## src/wblc_pkg.sv

```systemverilog
// Package for the write-back LRU cache: geometry constants, command codes
// and the command/status structs between controller and datapath.
// No dependencies.
`default_nettype none
package wblc_pkg;
	localparam int NUM_SETS  = 16;
	localparam int LINE_SIZE = 64;
	localparam int NUM_WAYS  = 4;
	localparam int MEM_SIZE  = 65536;

	localparam int OFF_W   = $clog2(LINE_SIZE);
	localparam int SET_W   = $clog2(NUM_SETS);
	localparam int WAY_W   = (NUM_WAYS > 1) ? $clog2(NUM_WAYS) : 1;
	localparam int ADDR_W  = $clog2(MEM_SIZE);
	localparam int TAG_W   = ADDR_W - OFF_W - SET_W;
	localparam int LINES   = NUM_SETS * NUM_WAYS;
	localparam int LINE_W  = $clog2(LINES);
	localparam int STORE_W = $clog2(LINES * LINE_SIZE);

	typedef enum logic [1:0] {
		CMD_READ  = 2'd0,
		CMD_WRITE = 2'd1,
		CMD_QUERY = 2'd2,
		CMD_NONE  = 2'd3
	} cmd_t;

	typedef struct packed {
		logic load;      // capture input item
		logic lookup;    // register tag compare and victim choice
		logic wb_step;   // move one byte from line to memory
		logic fill_step; // move one byte from memory to line
		logic install;   // write tag, valid, clean; count miss, advance stamp
		logic rd_step;   // read the addressed byte of the line
		logic finish;    // perform byte access, stamps, result register
		logic clr_step;  // clear one memory word
		logic div_start; // start miss-rate division
		logic div_step;  // one quotient bit
		logic q_finish;  // query result register
	} ctl_t;

	typedef struct packed {
		logic hit;
		logic victim_dirty;
		logic byte_last;  // byte counter past final offset
		logic clr_last;   // clearing pass past final address
		logic div_last;   // final quotient bit
	} sts_t;
endpackage
`default_nettype wire

```

## src/wblc_ctrl.sv

```systemverilog
// Controller of the write-back LRU cache: sequences reset clearing, lookup,
// write-back, fill, byte access and the miss-rate division.
// Depends on wblc_pkg.
`default_nettype none
module wblc_ctrl (
	input  wire logic              clk,
	input  wire logic              arst_n,
	input  wire logic              in_valid,
	output logic                   in_stall,
	input  wire logic [1:0]        command,
	output logic                   out_valid,
	input  wire logic              out_stall,
	output wblc_pkg::ctl_t         ctl,
	input  wire wblc_pkg::sts_t    sts
);
	import wblc_pkg::*;

	typedef enum logic [3:0] {
		S_CLEAR, S_IDLE, S_LOOK, S_DECIDE, S_WB, S_WBD, S_FILL, S_FILLD,
		S_INST, S_RD, S_FIN, S_DIV, S_QFIN
	} state_t;

	state_t state_q;
	logic   take_w;
	logic   res_w;

	assign take_w = in_valid && !in_stall;
	// output register is free once taken or empty
	assign in_stall = (state_q != S_IDLE) || (out_valid && out_stall);
	assign res_w = ctl.finish || ctl.q_finish;

	always_comb begin
		ctl = '0;
		ctl.load = take_w;
		case (state_q)
			S_CLEAR:  ctl.clr_step = 1'b1;
			S_LOOK:   ctl.lookup = 1'b1;
			S_WB:     ctl.wb_step = !sts.byte_last;
			S_FILL:   ctl.fill_step = !sts.byte_last;
			S_INST:   ctl.install = 1'b1;
			S_RD:     ctl.rd_step = 1'b1;
			S_FIN:    ctl.finish = !(out_valid && out_stall);
			S_DIV:    ctl.div_step = 1'b1;
			S_QFIN:   ctl.q_finish = !(out_valid && out_stall);
			default:  ctl.div_start = 1'b0;
		endcase
		if (take_w && command == CMD_QUERY)
			ctl.div_start = 1'b1;
	end

	always_ff @(posedge clk or negedge arst_n) begin
		if (!arst_n) begin
			state_q <= S_CLEAR;
			out_valid <= 1'b0;
		end else begin
			if (out_valid && !out_stall)
				out_valid <= 1'b0;
			if (res_w)
				out_valid <= 1'b1;
			case (state_q)
				S_CLEAR:  if (sts.clr_last) state_q <= S_IDLE;
				S_IDLE:   if (take_w)
						state_q <= (command == CMD_QUERY) ? S_DIV :
							(command == CMD_NONE) ? S_QFIN : S_LOOK;
				S_LOOK:   state_q <= S_DECIDE;
				S_DECIDE: if (sts.hit) state_q <= S_RD;
					else if (sts.victim_dirty) state_q <= S_WB;
					else state_q <= S_INST;
				S_WB:     if (sts.byte_last) state_q <= S_WBD;
				S_WBD:    state_q <= S_INST;
				S_INST:   state_q <= S_FILL;
				S_FILL:   if (sts.byte_last) state_q <= S_FILLD;
				S_FILLD:  state_q <= S_RD;
				S_RD:     state_q <= S_FIN;
				S_FIN:    if (ctl.finish) state_q <= S_IDLE;
				S_DIV:    if (sts.div_last) state_q <= S_QFIN;
				S_QFIN:   if (ctl.q_finish) state_q <= S_IDLE;
				default:  state_q <= S_IDLE;
			endcase
		end
	end
endmodule
`default_nettype wire

```

## config.mk

```make
export PLATFORM = sky130hd
export DESIGN_NAME = wblc_ctrl
export DESIGN_NICKNAME = d
export VERILOG_FILES = /design/src/wblc_pkg.sv /design/src/wblc_ctrl.sv
export SDC_FILE = /design/constraint.sdc
export NUM_CORES = 1
export LEC_CHECK = 0
export ABC_CLOCK_PERIOD_IN_PS = 2100
export BUFFER_PORTS_ARGS = -buffer_cell sky130_fd_sc_hd__buf_2
export CAP_MARGIN = 40
export CORE_AREA = 4 4 41 43
export DETAILED_ROUTE_END_ITERATION = 10
export DIE_AREA = 0 0 45 47
export GPL_TIMING_DRIVEN = 0
export PLACE_DENSITY = 0.67
export SLEW_MARGIN = 25
export SYNTH_ARGS = -nofsm -noshare
export SYNTH_HDL_FRONTEND = slang
export SYNTH_SLANG_ARGS = --single-unit
```

## constraint.sdc

```tcl
create_clock -name clk -period 2.1 [get_ports clk]
set_input_delay 0.63 -clock clk [delete_from_list [all_inputs] [get_ports clk]]
set_output_delay 0.63 -clock clk [all_outputs]
set_load 0.05 [all_outputs]
```

==> flow_metrics.env <==
export IMPL_drive_above_1_share_pct=51.5
export IMPL_route_detailed_drc=0
export IMPL_portBuffers=23
export IMPL_grt_ovfl_total=0
export IMPL_regArea_sq_um=128
export IMPL_dr_pass1_iters=4
export IMPL_ios=24
export IMPL_wl_per_cell_um=14.2
export IMPL_syn2layout_area_growth_pct=54.5
export IMPL_syn_area_sq_um=512
export IMPL_syn_inst=69
export IMPL_worstHoldPathType="input port to asynchronous set/reset pin"
export IMPL_die_w_um=45
export IMPL_fp_row_count=13
export IMPL_crit_type="register to output port"
export IMPL_dp_hpwl_mm=1.14
export IMPL_synth_seq_cells=5
export IMPL_synth_cell_type_count=32
export IMPL_synth_top_area_cell="dfrtp_1"
export IMPL_crit_arrival_ns=1.45
export IMPL_htree_levels=1
export IMPL_min_period_ns=2.08
export IMPL_critPathMaxFanout=8
export IMPL_clk_pin_slew_worst_paths_ns=0.05
export IMPL_start_util_pct=39.3
export IMPL_setup_violations=0
export IMPL_startpoint_type="register"
export IMPL_crit_chain="buf_6, nor4b_4, nand3_1, nor2_2, buf_6"
export IMPL_totalPowerFinal_mw=1.40
export IMPL_cts_tree="yes"
export IMPL_rsz0062_at_grt="yes"
export IMPL_drv_slew=0
export IMPL_drtAntennaViolNets=0
export IMPL_gr_usage_all_layers_pct=15.5
export IMPL_relSlewSlack_pct=80.7
export IMPL_layout_common_cells="buf_2 (14), nor2_1 (9), buf_4 (9)"
export IMPL_fmax_ghz=0.480
export IMPL_setup_tns_ns=0
export IMPL_post_route_period_util_pct=99.2
export IMPL_clk_path_buf_depth=2
export IMPL_viasPerCell=5.39
export IMPL_status="finished, final reports clean"
export IMPL_grt_max_degree=11
export IMPL_place_congestion=0.806
export IMPL_fin_cells=114
export IMPL_fin_nets=111
export IMPL_ys_top_cells_by_area="dfrtp_1 (24%), nor2_1 (8.1%), nand2b_1 (4.9%)"
export IMPL_worstPathRequired_ns=1.47
export IMPL_clk_latency_ns=0.24
export IMPL_cp_slowest_cell="dfrtp_1"
export IMPL_num_antenna_cells=0
export IMPL_cts_hold_buf=0
export IMPL_grt_first_pass_wirelength_mm=2.34
export IMPL_dieArea_sq_mm=0.00212
export IMPL_grt_pass1_vias=568
export IMPL_yosys_warnings=0
export IMPL_multi_input_area_sq_um=367
export IMPL_hold_violations=0
export IMPL_ir_worst_vdd_v=0.000780
export IMPL_slowest_delay_ns=0.36
export IMPL_post_dp_cell_area_sq_um=656
export IMPL_final_cell_area_sq_um=791
export IMPL_core_sq_mm=0.00130
export IMPL_numCtsBuffers=3
export IMPL_dr_first_iter_drc_count=9
export IMPL_worst_pin_slew_ns=0.288
export IMPL_power_density_mw_per_mm2=1770
export IMPL_ys_seq_area_share_pct=24.4
export IMPL_num_vias=614
export IMPL_syn_nets=80
export IMPL_p_leak_nw=0.383
export IMPL_critPathMostFrequentCell="buf_6"
export IMPL_finalClockSkew_ns=0.00127
export IMPL_synth_top_area_share_pct=24.4
export IMPL_drt_wl_total_mm=1.62
export IMPL_end_kind="output port"
export IMPL_dp_cells=107
export IMPL_cts_root_buffer="clkbuf_4"
export IMPL_fill_cells=124
export IMPL_syn_avg_cell_area_sq_um=7.42
export IMPL_clock_sinks=5
export IMPL_antenna_found_initial=0
export IMPL_drv_cap=0
export IMPL_mostFrequentLayoutCell="buf_2"
export IMPL_die_h_um=47
-- cell type report --
| type | instances | area share (%) |
|---|---|---|
| flip-flops and latches | 5 | 16.1 |
| plain buffers | 5 | 4.91 |
| clock buffers | 3 | 2.85 |
| repair buffers | 28 | 25.3 |
| well taps | 15 | 2.37 |
| clock inverters | 1 | 0.633 |
| multi-input cells | 54 | 46.4 |
| inverters | 3 | 1.42 |
-- cell families after synthesis --
group / count (synthesis) / synth area share (%)
simple gates: 37 / 39.6
compound gates: 15 / 21.8
xor+xnor: 1 / 1.71
mux: 1 / 1.96
flops: 5 / 24.4
buf+inv: 10 / 10.5
-- cell usage after synthesis --
library cell / count
a21oi_1: 4
xor2_1: 1
clkbuf_2: 1
dfrtp_1: 5
nor4b_4: 1
nand2b_1: 4
nor3b_1: 2
buf_6: 1
o21bai_1: 1
a21oi_2: 1
nor3_1: 3
or2_1: 1
buf_4: 1
clkbuf_1: 1
nand3_1: 4
o22a_1: 1
nand2b_2: 1
nor4_1: 1
a221o_1: 1
o32ai_1: 1
mux2i_1: 1
inv_1: 3
a31oi_1: 3
nand2_1: 6
a22o_1: 1
nor2b_1: 1
a32o_1: 1
o32a_1: 1
buf_2: 3
and3_1: 1
nand4_1: 1
nor2_1: 11
-- repair_timing --
action | in CTS | in global routing
gates resized for setup | 11 | 24
pin swaps | 3 | 2
setup endpoints to repair | 7 | 12
setup buffers | 1 | 4
-- layer usage --
metal / GRT usage [%] / share of wire, % / up-vias
met2: 27.1 / 51 / 18
met1: 18.1 / 42 / 286
li1: - / - / 304
met3: 2.30 / 3.7 / 6
met5: 0 / 0 / -
met4: 8.77 / 3.4 / 0
-- path summary, 6_finish.rpt --
path,from,end,slack (ns),cells past startpoint
worst max-delay path,state_q[3],ctl[2],0.02,5
worst min-delay path,arst_n,state_q[3],0.19,1
worst max register to register,state_q[0],state_q[1],0.21,8
worst min register to register,out_valid,out_valid,0.51,1
max in group asynchronous,arst_n,state_q[1],1.76,1
min in group clk,out_valid,out_valid,0.51,1
-- metrics by stage --
stage	utilization (%)	setup WS [ns]	hold slack (ns)
5_1_grt	60.8	-0.0880	0.174
3_5_place_dp	50.4	-0.0211	0.449
3_3_place_gp	50.4	-0.0211	0.447
4_1_cts	54.7	-0.0102	0.185
6_report	60.8	0.0177	0.192
2_1_floorplan	-	-0.325	0.334
-- report_power, final --
group | internal, mW | leakage (nW) | switching (mW) | total (mW)
registers | 0.149 | 0.0593 | 0.0490 | 0.198
logic | 0.423 | 0.306 | 0.664 | 1.09
clock network | 0.0691 | 0.0177 | 0.0439 | 0.113
-- critical path, delay by kind of cell (launching register included) --
family,cells,cell delay [ns]
AND/OR/NAND/NOR,3,0.54
flip-flops,1,0.36
buffers and inverters,2,0.30
-- state kept, by name, summed over array words and instances, names as in the netlist --
| signal | cells |
|---|---|
| out_valid | 1 |
| state_q | 4 |
Power figures use the tool's default switching activity.
